### config.mk
export PLATFORM = sky130hd
export DESIGN_NAME = i2c_master_bit_engine_flat
export DESIGN_NICKNAME = d
export VERILOG_FILES = /design/src/hw/rtl/i2cbe_pkg.sv /design/src/hw/rtl/i2cbe_ifs.sv /design/src/hw/rtl/i2cbe_front.sv /design/src/hw/rtl/i2cbe_back.sv /design/src/hw/rtl/i2c_master_bit_engine.sv /design/src/flat_wrapper.sv
export SDC_FILE = /design/constraint.sdc
export NUM_CORES = 1
export LEC_CHECK = 0
export BUFFER_PORTS_ARGS = -buffer_cell sky130_fd_sc_hd__buf_2
export CAP_MARGIN = 40
export CORE_AREA = 2 2 119 121
export CTS_CLUSTER_SIZE = 20
export DETAILED_ROUTE_END_ITERATION = 7
export DIE_AREA = 0 0 121 123
export GPL_TIMING_DRIVEN = 0
export PLACE_DENSITY = 0.74
export SLEW_MARGIN = 20
export SYNTH_ARGS = -nofsm -noshare
export SYNTH_HDL_FRONTEND = slang
export SYNTH_SLANG_ARGS = --single-unit
### constraint.sdc
create_clock -name clk -period 7.01 [get_ports clk]
set_input_delay 1.0515 -clock clk [delete_from_list [all_inputs] [get_ports clk]]
set_output_delay 1.0515 -clock clk [all_outputs]
set_load 0.01 [all_outputs]
### src/hw/rtl/i2cbe_pkg.sv
// Shared types and constants for the I2C master bit engine.
// Holds the command encodings, phase codes, queue sizing and the
// front-to-back queue item; used by every other file of the block.
package i2cbe_pkg;

    // Request codes as they arrive on the tick channel.
    localparam int REQ_W = 3;
    localparam logic [REQ_W-1:0] REQ_START     = 3'd0;
    localparam logic [REQ_W-1:0] REQ_STOP      = 3'd1;
    localparam logic [REQ_W-1:0] REQ_WRITE     = 3'd2;
    localparam logic [REQ_W-1:0] REQ_READ_ACK  = 3'd3;
    localparam logic [REQ_W-1:0] REQ_READ_NACK = 3'd4;

    localparam int BYTE_W = 8;
    localparam int HALF_W = 16;
    localparam int POLL_W = 8;
    localparam int BIT_W  = 4;
    localparam int PH_W   = 3;

    localparam logic [HALF_W-1:0] HALF_RESET = 16'd80;
    localparam logic [POLL_W-1:0] POLL_RESET = 8'd50;
    localparam logic [BIT_W-1:0]  BITS_PER_BYTE = 4'd8;
    localparam logic [POLL_W-1:0] POLL_MAX = 8'hFF;

    // Configuration register indexes.
    localparam int CFG_IDX_W = 1;
    localparam logic [CFG_IDX_W-1:0] CFG_HALF_PERIOD = 1'b0;
    localparam logic [CFG_IDX_W-1:0] CFG_ACK_POLL    = 1'b1;
    localparam int CFG_DATA_W = HALF_W;

    // Phase codes. Start uses only the first three and stop only the first two; a read uses
    // code five for its final SCL-low phase.
    localparam logic [PH_W-1:0] PH_SETUP       = 3'd0;
    localparam logic [PH_W-1:0] PH_RISE        = 3'd1;
    localparam logic [PH_W-1:0] PH_FALL        = 3'd2;
    localparam logic [PH_W-1:0] PH_ACK_SETUP   = 3'd3;
    localparam logic [PH_W-1:0] PH_ACK_RISE    = 3'd4;
    localparam logic [PH_W-1:0] PH_POLL        = 3'd5;
    localparam logic [PH_W-1:0] PH_RD_ACK_FALL = 3'd5;
    localparam logic [PH_W-1:0] PH_ACK_FALL    = 3'd6;

    // Queue between front and back.
    localparam int Q_DEPTH = 2;
    localparam int Q_PTR_W = $clog2(Q_DEPTH);
    localparam int Q_CNT_W = $clog2(Q_DEPTH + 1);

    typedef enum logic [4:0] {
        CMD_IDLE  = 5'b00001,
        CMD_START = 5'b00010,
        CMD_STOP  = 5'b00100,
        CMD_WRITE = 5'b01000,
        CMD_READ  = 5'b10000
    } cmd_t;

    typedef struct packed {
        cmd_t              cmd;   // CMD_IDLE when the tick carries no command
        logic              nack;
        logic [BYTE_W-1:0] tx;
        logic              sda;
    } q_item_t;

    typedef struct packed {
        logic    valid;
        q_item_t item;
    } q_head_t;

endpackage

### src/hw/rtl/i2cbe_ifs.sv
// Channel interfaces of the I2C master bit engine: the tick input channel
// and the per-tick result channel. Depends on i2cbe_pkg for field widths.
interface i2cbe_tick_if
    import i2cbe_pkg::*;
();
    logic              valid;
    logic              ready;
    logic              cmd_valid;
    logic [REQ_W-1:0]  req_type;
    logic [BYTE_W-1:0] tx_byte;
    logic              sda_in;

    modport source (output valid, cmd_valid, req_type, tx_byte, sda_in, input ready);
    modport sink (input valid, cmd_valid, req_type, tx_byte, sda_in, output ready);
endinterface

interface i2cbe_res_if
    import i2cbe_pkg::*;
();
    logic              valid;
    logic              ready;
    logic              scl_level;
    logic              sda_level;
    logic              sda_drive;
    logic              ready_res;
    logic              cmd_done;
    logic [BYTE_W-1:0] rx_byte;
    logic              ack_seen;

    modport source (
        output valid, scl_level, sda_level, sda_drive, ready_res, cmd_done, rx_byte,
               ack_seen,
        input  ready
    );
    modport sink (
        input  valid, scl_level, sda_level, sda_drive, ready_res, cmd_done, rx_byte,
               ack_seen,
        output ready
    );
endinterface

### src/hw/rtl/i2cbe_front.sv
// Front end of the I2C master bit engine: decodes each tick item into a
// command class and holds it in a two-entry queue for the back end.
// Depends on i2cbe_pkg and i2cbe_tick_if.
module i2cbe_front
    import i2cbe_pkg::*;
(
    input  logic        clk,
    input  logic        rst_n,
    i2cbe_tick_if.sink  tick,
    output q_head_t     head,
    input  logic        pop
);

    q_item_t              entry_reg [Q_DEPTH];
    logic [Q_PTR_W-1:0]   wr_ptr_reg;
    logic [Q_PTR_W-1:0]   rd_ptr_reg;
    logic [Q_CNT_W-1:0]   cnt_reg;
    q_item_t              item_new;
    logic                 push;

    // Requests outside the known set, and ticks without a command, become
    // plain timing ticks.
    always_comb
    begin
        item_new.nack = (tick.req_type == REQ_READ_NACK);
        item_new.tx   = tick.tx_byte;
        item_new.sda  = tick.sda_in;
        case (tick.req_type)
            REQ_START:     item_new.cmd = CMD_START;
            REQ_STOP:      item_new.cmd = CMD_STOP;
            REQ_WRITE:     item_new.cmd = CMD_WRITE;
            REQ_READ_ACK:  item_new.cmd = CMD_READ;
            REQ_READ_NACK: item_new.cmd = CMD_READ;
            default:       item_new.cmd = CMD_IDLE;
        endcase
        if (!tick.cmd_valid)
        begin
            item_new.cmd = CMD_IDLE;
        end
    end

    assign tick.ready = (cnt_reg != Q_CNT_W'(Q_DEPTH));
    assign push       = tick.valid && tick.ready;
    assign head.valid = (cnt_reg != '0);
    assign head.item  = entry_reg[rd_ptr_reg];

    always_ff @(posedge clk)
    begin
        if (push)
        begin
            entry_reg[wr_ptr_reg] <= item_new;
        end
    end

    always_ff @(posedge clk or negedge rst_n)
    begin
        if (!rst_n)
        begin
            wr_ptr_reg <= '0;
            rd_ptr_reg <= '0;
            cnt_reg    <= '0;
        end
        else
        begin
            if (push)
            begin
                wr_ptr_reg <= wr_ptr_reg + 1'b1;
            end
            if (pop)
            begin
                rd_ptr_reg <= rd_ptr_reg + 1'b1;
            end
            if (push && !pop)
            begin
                cnt_reg <= cnt_reg + 1'b1;
            end
            else if (pop && !push)
            begin
                cnt_reg <= cnt_reg - 1'b1;
            end
        end
    end

    default disable iff (!rst_n);

    // The back end only takes an item that is really there.
    a_pop_nonempty: assert property (@(posedge clk) pop |-> cnt_reg != '0)
        else $error("queue popped while empty");

    // The fill count goes up by one after a push that comes without a pop.
    a_cnt_track: assert property (@(posedge clk)
        (push && !pop) |=> cnt_reg == $past(cnt_reg) + 1'b1)
        else $error("queue count did not advance on push");

endmodule

### src/hw/rtl/i2cbe_back.sv
// Back end of the I2C master bit engine: the phase sequencer that drives
// SCL and SDA, the configuration registers and the result output register.
// Depends on i2cbe_pkg and i2cbe_res_if.
module i2cbe_back
    import i2cbe_pkg::*;
(
    input  logic                  clk,
    input  logic                  rst_n,
    input  logic                  cfg_we,
    input  logic [CFG_IDX_W-1:0]  cfg_index,
    input  logic [CFG_DATA_W-1:0] cfg_data,
    input  q_head_t               head,
    output logic                  pop,
    i2cbe_res_if.source           res
);

    logic [HALF_W-1:0] half_reg;
    logic [POLL_W-1:0] limit_reg;

    cmd_t              cmd_reg,   cmd_next;
    logic              nack_reg,  nack_next;
    logic [PH_W-1:0]   phase_reg, phase_next;
    logic [BIT_W-1:0]  bit_reg,   bit_next;
    logic [HALF_W-1:0] tick_reg,  tick_next;
    logic [POLL_W-1:0] poll_reg,  poll_next;
    logic [BYTE_W-1:0] shift_reg, shift_next;
    logic              scl_reg,   scl_next;
    logic              sda_reg,   sda_next;
    logic              drv_reg,   drv_next;
    logic              ack_reg,   ack_next;
    logic [BYTE_W-1:0] rx_reg,    rx_next;
    logic              done_next;

    logic              out_vld_reg;
    logic              out_scl_reg;
    logic              out_sda_reg;
    logic              out_drv_reg;
    logic              out_rdy_reg;
    logic              out_done_reg;
    logic [BYTE_W-1:0] out_rx_reg;
    logic              out_ack_reg;

    logic              enter_en;
    logic [PH_W-1:0]   enter_ph;
    logic              fin;
    logic              poll_en;
    logic [POLL_W-1:0] poll_val;
    logic [HALF_W-1:0] tick_inc;
    logic [HALF_W-1:0] len;
    logic [BIT_W-1:0]  bit_inc;

    assign pop = head.valid && (!out_vld_reg || res.ready);

    always_comb
    begin
        cmd_next   = cmd_reg;
        nack_next  = nack_reg;
        phase_next = phase_reg;
        bit_next   = bit_reg;
        tick_next  = tick_reg;
        poll_next  = poll_reg;
        shift_next = shift_reg;
        scl_next   = scl_reg;
        sda_next   = sda_reg;
        drv_next   = drv_reg;
        ack_next   = ack_reg;
        rx_next    = rx_reg;
        done_next  = 1'b0;
        enter_en   = 1'b0;
        enter_ph   = PH_SETUP;
        fin        = 1'b0;
        poll_en    = 1'b0;
        poll_val   = '0;
        tick_inc   = tick_reg + 1'b1;
        bit_inc    = bit_reg + 1'b1;
        // A zero half period behaves as one tick.
        len        = (half_reg == '0) ? HALF_W'(1) : half_reg;

        if (cmd_reg == CMD_IDLE)
        begin
            if (head.item.cmd != CMD_IDLE)
            begin
                cmd_next  = head.item.cmd;
                nack_next = head.item.nack;
                bit_next  = '0;
                poll_next = '0;
                if (head.item.cmd == CMD_WRITE)
                begin
                    shift_next = head.item.tx;
                    ack_next   = 1'b0;
                end
                else if (head.item.cmd == CMD_READ)
                begin
                    shift_next = '0;
                end
                enter_en = 1'b1;
                enter_ph = PH_SETUP;
            end
        end
        else
        begin
            tick_next = tick_inc;
            if (tick_inc >= len)
            begin
                case (cmd_reg)
                    CMD_START:
                    begin
                        if (phase_reg < PH_FALL)
                        begin
                            enter_en = 1'b1;
                            enter_ph = phase_reg + 1'b1;
                        end
                        else
                        begin
                            fin = 1'b1;
                        end
                    end
                    CMD_STOP:
                    begin
                        if (phase_reg < PH_RISE)
                        begin
                            enter_en = 1'b1;
                            enter_ph = phase_reg + 1'b1;
                        end
                        else
                        begin
                            fin = 1'b1;
                        end
                    end
                    CMD_WRITE:
                    begin
                        case (phase_reg)
                            PH_SETUP, PH_RISE, PH_ACK_SETUP:
                            begin
                                enter_en = 1'b1;
                                enter_ph = phase_reg + 1'b1;
                            end
                            PH_FALL:
                            begin
                                bit_next = bit_inc;
                                enter_en = 1'b1;
                                enter_ph = (bit_inc < BITS_PER_BYTE) ? PH_SETUP : PH_ACK_SETUP;
                            end
                            PH_ACK_RISE:
                            begin
                                poll_next = '0;
                                poll_val  = '0;
                                poll_en   = 1'b1;
                            end
                            PH_POLL:
                            begin
                                poll_val  = (poll_reg != POLL_MAX) ? poll_reg + 1'b1 : poll_reg;
                                poll_next = poll_val;
                                poll_en   = 1'b1;
                            end
                            default: fin = 1'b1;
                        endcase
                    end
                    CMD_READ:
                    begin
                        case (phase_reg)
                            PH_SETUP, PH_ACK_SETUP, PH_ACK_RISE:
                            begin
                                enter_en = 1'b1;
                                enter_ph = phase_reg + 1'b1;
                            end
                            PH_RISE:
                            begin
                                // Sample SDA at the end of the SCL-high phase.
                                shift_next = {shift_reg[BYTE_W-2:0], head.item.sda};
                                enter_en   = 1'b1;
                                enter_ph   = PH_FALL;
                            end
                            PH_FALL:
                            begin
                                bit_next = bit_inc;
                                enter_en = 1'b1;
                                enter_ph = (bit_inc < BITS_PER_BYTE) ? PH_SETUP : PH_ACK_SETUP;
                            end
                            default: fin = 1'b1;
                        endcase
                    end
                    default: fin = 1'b1;
                endcase
            end
        end

        // One ACK sample: give up at the limit, stop on a low line, else wait
        // another phase.
        if (poll_en)
        begin
            if (poll_val >= limit_reg)
            begin
                enter_en = 1'b1;
                enter_ph = PH_ACK_FALL;
            end
            else if (!head.item.sda)
            begin
                ack_next = 1'b1;
                enter_en = 1'b1;
                enter_ph = PH_ACK_FALL;
            end
            else
            begin
                phase_next = PH_POLL;
                tick_next  = '0;
            end
        end

        if (enter_en)
        begin
            phase_next = enter_ph;
            tick_next  = '0;
            case (cmd_next)
                CMD_START:
                begin
                    if (enter_ph == PH_SETUP)
                    begin
                        drv_next = 1'b1;
                        sda_next = 1'b1;
                        scl_next = 1'b1;
                    end
                    else if (enter_ph == PH_RISE)
                    begin
                        sda_next = 1'b0;
                    end
                    else
                    begin
                        scl_next = 1'b0;
                    end
                end
                CMD_STOP:
                begin
                    if (enter_ph == PH_SETUP)
                    begin
                        drv_next = 1'b1;
                        sda_next = 1'b0;
                        scl_next = 1'b1;
                    end
                    else
                    begin
                        sda_next = 1'b1;
                    end
                end
                CMD_WRITE:
                begin
                    case (enter_ph)
                        PH_SETUP:
                        begin
                            drv_next   = 1'b1;
                            sda_next   = shift_next[BYTE_W-1];
                            shift_next = {shift_next[BYTE_W-2:0], 1'b0};
                        end
                        PH_RISE, PH_ACK_RISE: scl_next = 1'b1;
                        PH_FALL, PH_ACK_FALL: scl_next = 1'b0;
                        PH_ACK_SETUP:
                        begin
                            drv_next = 1'b0;
                            sda_next = 1'b1;
                        end
                        default: scl_next = scl_reg;
                    endcase
                end
                CMD_READ:
                begin
                    case (enter_ph)
                        PH_SETUP:                scl_next = scl_reg;
                        PH_RISE, PH_ACK_RISE:    scl_next = 1'b1;
                        PH_FALL, PH_RD_ACK_FALL: scl_next = 1'b0;
                        PH_ACK_SETUP:
                        begin
                            drv_next = 1'b1;
                            sda_next = nack_next;
                        end
                        default: scl_next = scl_reg;
                    endcase
                    if (enter_ph == PH_SETUP)
                    begin
                        drv_next = 1'b0;
                    end
                end
                default: scl_next = scl_reg;
            endcase
        end

        if (fin)
        begin
            case (cmd_reg)
                CMD_STOP:  drv_next = 1'b0;
                CMD_WRITE: drv_next = 1'b1;
                CMD_READ:  rx_next  = shift_next;
                default:   rx_next  = rx_reg;
            endcase
            cmd_next   = CMD_IDLE;
            phase_next = PH_SETUP;
            tick_next  = '0;
            done_next  = 1'b1;
        end
    end

    always_ff @(posedge clk or negedge rst_n)
    begin
        if (!rst_n)
        begin
            half_reg    <= HALF_RESET;
            limit_reg   <= POLL_RESET;
            cmd_reg     <= CMD_IDLE;
            nack_reg    <= 1'b0;
            phase_reg   <= PH_SETUP;
            bit_reg     <= '0;
            tick_reg    <= '0;
            poll_reg    <= '0;
            shift_reg   <= '0;
            scl_reg     <= 1'b1;
            sda_reg     <= 1'b1;
            drv_reg     <= 1'b0;
            ack_reg     <= 1'b0;
            rx_reg      <= '0;
            out_vld_reg <= 1'b0;
        end
        else
        begin
            if (cfg_we)
            begin
                case (cfg_index)
                    CFG_HALF_PERIOD: half_reg  <= cfg_data;
                    CFG_ACK_POLL:    limit_reg <= cfg_data[POLL_W-1:0];
                    default:         half_reg  <= half_reg;
                endcase
            end
            if (pop)
            begin
                cmd_reg     <= cmd_next;
                nack_reg    <= nack_next;
                phase_reg   <= phase_next;
                bit_reg     <= bit_next;
                tick_reg    <= tick_next;
                poll_reg    <= poll_next;
                shift_reg   <= shift_next;
                scl_reg     <= scl_next;
                sda_reg     <= sda_next;
                drv_reg     <= drv_next;
                ack_reg     <= ack_next;
                rx_reg      <= rx_next;
                out_vld_reg <= 1'b1;
            end
            else if (res.ready)
            begin
                out_vld_reg <= 1'b0;
            end
        end
    end

    always_ff @(posedge clk)
    begin
        if (pop)
        begin
            out_scl_reg  <= scl_next;
            out_sda_reg  <= drv_next ? sda_next : 1'b1;
            out_drv_reg  <= drv_next;
            out_rdy_reg  <= (cmd_next == CMD_IDLE);
            out_done_reg <= done_next;
            out_rx_reg   <= rx_next;
            out_ack_reg  <= ack_next;
        end
    end

    assign res.valid     = out_vld_reg;
    assign res.scl_level = out_scl_reg;
    assign res.sda_level = out_sda_reg;
    assign res.sda_drive = out_drv_reg;
    assign res.ready_res = out_rdy_reg;
    assign res.cmd_done  = out_done_reg;
    assign res.rx_byte   = out_rx_reg;
    assign res.ack_seen  = out_ack_reg;

    default disable iff (!rst_n);

    a_idle_clean: assert property (@(posedge clk)
        cmd_reg == CMD_IDLE |-> (phase_reg == PH_SETUP && tick_reg == '0))
        else $error("idle engine left a phase or tick count behind");

    a_bit_range: assert property (@(posedge clk) bit_reg <= BITS_PER_BYTE)
        else $error("bit counter ran past one byte");

    a_done_idle: assert property (@(posedge clk)
        (out_vld_reg && out_done_reg) |-> out_rdy_reg)
        else $error("command reported done while engine still busy");

    a_frame_drives: assert property (@(posedge clk)
        (cmd_reg == CMD_START || cmd_reg == CMD_STOP) |-> drv_reg)
        else $error("SDA released during a start or stop condition");

endmodule

### src/hw/rtl/i2c_master_bit_engine.sv
// I2C master bit engine: one tick item in, one result item out per cycle.
// An accepted tick waits in a queue entry; the sequencer step then writes its
// result into the output register. Throughput: one tick per cycle when the
// result channel is not stalled, set by the single-step phase sequencer.
// Reset: asynchronous, active low; the engine comes up idle with SCL high,
// SDA released, 80-tick phases and an ACK poll limit of 50.
module i2c_master_bit_engine
    import i2cbe_pkg::*;
(
    input  logic                  clk,
    input  logic                  rst_n,
    input  logic                  cfg_we,
    input  logic [CFG_IDX_W-1:0]  cfg_index,
    input  logic [CFG_DATA_W-1:0] cfg_data,
    i2cbe_tick_if.sink            tick,
    i2cbe_res_if.source           res
);

    q_head_t head;
    logic    pop;

    i2cbe_front u_front (
        .clk   (clk),
        .rst_n (rst_n),
        .tick  (tick),
        .head  (head),
        .pop   (pop)
    );

    i2cbe_back u_back (
        .clk       (clk),
        .rst_n     (rst_n),
        .cfg_we    (cfg_we),
        .cfg_index (cfg_index),
        .cfg_data  (cfg_data),
        .head      (head),
        .pop       (pop),
        .res       (res)
    );

endmodule

### src/flat_wrapper.sv
// flat-port wrapper written by rule: the top's interface ports become plain ports
module i2c_master_bit_engine_flat import i2cbe_pkg::*;
  (clk, rst_n, cfg_we, cfg_index, cfg_data, tick_valid, tick_cmd_valid, tick_req_type, tick_tx_byte, tick_sda_in, tick_ready, res_valid, res_scl_level, res_sda_level, res_sda_drive, res_ready_res, res_cmd_done, res_rx_byte, res_ack_seen, res_ready);
  i2cbe_tick_if tick_i ();
  i2cbe_res_if res_i ();
  input  logic clk;
  input  logic rst_n;
  input  logic cfg_we;
  input  logic [CFG_IDX_W-1:0] cfg_index;
  input  logic [CFG_DATA_W-1:0] cfg_data;
  input wire logic [$bits(tick_i.valid)-1:0] tick_valid;
  input wire logic [$bits(tick_i.cmd_valid)-1:0] tick_cmd_valid;
  input wire logic [$bits(tick_i.req_type)-1:0] tick_req_type;
  input wire logic [$bits(tick_i.tx_byte)-1:0] tick_tx_byte;
  input wire logic [$bits(tick_i.sda_in)-1:0] tick_sda_in;
  output wire logic [$bits(tick_i.ready)-1:0] tick_ready;
  output wire logic [$bits(res_i.valid)-1:0] res_valid;
  output wire logic [$bits(res_i.scl_level)-1:0] res_scl_level;
  output wire logic [$bits(res_i.sda_level)-1:0] res_sda_level;
  output wire logic [$bits(res_i.sda_drive)-1:0] res_sda_drive;
  output wire logic [$bits(res_i.ready_res)-1:0] res_ready_res;
  output wire logic [$bits(res_i.cmd_done)-1:0] res_cmd_done;
  output wire logic [$bits(res_i.rx_byte)-1:0] res_rx_byte;
  output wire logic [$bits(res_i.ack_seen)-1:0] res_ack_seen;
  input wire logic [$bits(res_i.ready)-1:0] res_ready;
  assign tick_i.valid = tick_valid;
  assign tick_i.cmd_valid = tick_cmd_valid;
  assign tick_i.req_type = tick_req_type;
  assign tick_i.tx_byte = tick_tx_byte;
  assign tick_i.sda_in = tick_sda_in;
  assign tick_ready = tick_i.ready;
  assign res_valid = res_i.valid;
  assign res_scl_level = res_i.scl_level;
  assign res_sda_level = res_i.sda_level;
  assign res_sda_drive = res_i.sda_drive;
  assign res_ready_res = res_i.ready_res;
  assign res_cmd_done = res_i.cmd_done;
  assign res_rx_byte = res_i.rx_byte;
  assign res_ack_seen = res_i.ack_seen;
  assign res_i.ready = res_ready;
  i2c_master_bit_engine u_core (.clk(clk), .rst_n(rst_n), .cfg_we(cfg_we), .cfg_index(cfg_index), .cfg_data(cfg_data), .tick(tick_i), .res(res_i));
endmodule
==> key figures <==
STA
  – Post-layout min period: 6300 ps
  – Setup TNS: 0 ps
  – Final setup vio count: 0
  – Slew @ Worst Pin: 850 ps
  – Clock skew: 11.8 ps
  – Fmax: 159 MHz
  – Period utilization: 89.9%
  – Max Slew Vio Count: 0
  – Max_slew headroom: 43.3%
  – Final hold violations: 0
  – RSZ-0062 raised after global routing: no
  – Hold_ws: 484 ps

Floorplan
  – Row count: 43
  – # IOs: 51
  – Height of the die: 123 µm
  – Core Area: 0.0136 mm²
  – Die X: 121 µm
  – Initial Utilization: 54.9%
  – Die Area: 0.0149 mm²

Global route
  – Largest net degree at the start of global routing: 56
  – Initial antenna violation count: 0
  – Grt total ovfl: 0
  – Total GRT Usage: 24.3%
  – Vias in the first global route: 5875
  – First-pass GRT wire length: 28200 µm

Clocking
  – CTS H-tree depth: 4
  – CTS Sinks: 130
  – CTS buffer count: 17
  – Clock latency on the worst-skew pair: 430 ps
  – CTS root buf: clkbuf_16
  – Clk buf depth: 2
  – CTS tree: done
  – Worst-path clk slew: 60 ps

Worst hold path
  – Hold crit path type: register to register
  – Worst Min Path Start: u_core.u_back.nack_reg$_DFFE_PN0P_
  – Hold path depth: 2

Detailed routing
  – Final ANT Viol Nets: 0
  – Routed len/inst: 17.0 µm
  – Residual DRC count: 0
  – Final WL: 17300 µm
  – Vias after detailed routing: 6011
  – Pre-antenna DRT Iters: 5
  – Initial DRC Count: 550
  – Drt via density: 5.90

Logic synthesis
  – Ys async rst share: 66.2%
  – Post-Syn Area: 0.00748 mm²
  – Count leader, synth: nand2_1
  – Synthesis-stage register bit count: 130
  – Post-synth top cells: nand2_1, dfrtp_1, nor2_1
  – Count of cell types in the netlist: 73
  – Synthesis warning total: 0
  – Yosys top cell area share: 26.1%
  – Top cells by area, synth: dfrtp_1, edfxtp_1, ha_1
  – Post-synthesis sequential area ratio: 46.6%
  – Syn Nets: 821
  – Top_reg_cell synth: dfrtp_1
  – Syn Area/Cell: 9.93 µm²
  – Cell taking the most area after synthesis: dfrtp_1
  – Post-synth EDFFs: 44
  – Mapped Cells: 753

Worst setup path
  – Largest stage delay on the critical path: 490 ps
  – Crit-path slowest cell: o41ai_4
  – CP bufs+invs: 2
  – Worst reg2reg path depth: 24
  – Crit path kind: register to register
  – CP Max Fanout: 10
  – Critical path capture point type: register
  – Critical Path RT: 7180 ps
  – Critical path startpoint: u_core.u_back.tick_reg[0]$_DFFE_PN0P_
  – Critical Path Stages: 24
  – Crit path launch type: register
  – Reg2reg start: u_core.u_back.tick_reg[0]$_DFFE_PN0P_
  – CP cell instances: ha_1 > nand3_1 > nor2_1 > and3_1 > nand3_1 > xnor2_1 > ha_1 > nand4_1 > nor3_1 > o311ai_1 > nand4_1 > clkbuf_2 > nand3_1 > nor2_1 > ha_1 > a211o_1 > o211ai_1 > o311a_1 > nor3_4 > o41ai_4 > nor3b_1 > buf_6 > mux2i_1 > mux2_1
  – CP delay by family, top: simple AND/OR/NAND/NOR gates
  – Crit path DAT: 6470 ps

Power
  – Max VDD drop: 0.237 mV
  – Total power divided by cell area: 332 mW/mm²
  – LEAKAGE: 3.71 nW

Flow run
  – Max Cap Viol: 0

Placement
  – Post-DP HPWL: 12600 µm
  – Port buffer count: 50
  – Gpl congestion: 0.933

Status
  – Status: finished clean

Cells and area
  – Register area: 0.00348 mm²
  – Number of flip-flops in the largest register: 30
  – Final Net Count: 894
  – Area of the multi-input gates: 0.00373 mm²
  – Fill cell count: 1127
  – Share of cells above drive strength 1: 18.6%
  – Layout area overhead: 14.9%
  – Ant diodes: 0
through the flow:
stage	utilization (%)	instance area (µm²)	total power, mW	setup slack [ps]	cells
after floorplan	-	7480	1.71	1470	753
after global placement	58.4	7960	1.95	319	983
after detailed placement	58.7	8000	1.99	217	985
after CTS	62.9	8570	2.85	179	1017
after global routing	63.2	8600	3.02	251	1019
final	63.2	8600	2.85	706	1019
layout by cell type (no fill, tap or decap), drive strengths merged, types with 32 or more instances in the layout:
cell type / count
nand2: 79
a21oi: 32
o21ai: 65
mux2: 37
clkbuf: 37
nor2: 66
edfxtp: 44
ha: 33
inv: 40
dfrtp: 78
buf: 63
worst min-delay path, delay by kind of cell, from the launching register on:
family          cells  cell delay (ps)
simple gates        1               50
compound gates      1               60
flops               1              340
where the power goes:
part	switching, mW	internal [mW]	total, mW
registers	0.0874	0.960	1.05
clock network	0.332	0.520	0.852
logic	0.598	0.357	0.955
total	1.02	1.84	2.85
per-layer routing:
metal / up-vias / GRT usage (%) / share of wire [%]
met5: - / 0 / 0
li1: 2878 / - / -
met2: 185 / 38.4 / 47
met3: 22 / 5.90 / 5.1
met4: 0 / 9.16 / 1.4
met1: 2926 / 32.5 / 46
layout make-up:
type,instances,share of cell area (%)
buffer,28,1.53
clock buffer,18,4.99
clock inverter,14,1.63
inverter,39,1.70
multi-input combinational,556,43.4
sequential,130,40.5
tap,180,2.62
timing repair buffer,54,3.57
logic make-up (layout without fill, tap and decap cells):
family	Yosys count	after routing	synth area share (%)
buffers and inverters	67	153	3.68
adder cells (fa/ha/maj)	33	33	5.52
AO/OA/AOI/OAI	163	163	13.9
flip-flops	130	130	46.6
multiplexers	51	51	7.59
XOR/XNOR	29	29	3.40
AND/OR/NAND/NOR	280	280	19.3
worst paths after layout:
path / endpoint / slack [ps]
max: u_core.u_back.res.rx_byte[3]$_DFFE_PP_ / 710
min: u_core.u_back.nack_reg$_DFFE_PN0P_ / 480
max reg2reg: u_core.u_back.res.rx_byte[3]$_DFFE_PP_ / 710
min reg2reg: u_core.u_back.nack_reg$_DFFE_PN0P_ / 480
max in group asynchronous: u_core.u_back.cmd_reg[0]$_DFFE_PN1P_ / 5760
min in group asynchronous: u_core.u_back.poll_reg[3]$_DFFE_PN0P_ / 560
repair_timing:
action / in CTS / in global routing
endpoints found under the setup margin: 0 / 16
resized for setup: 0 / 3
buffers inserted: 0 / 1
hold buffers: 0 / 0
(Power assumes the default switching activity.)
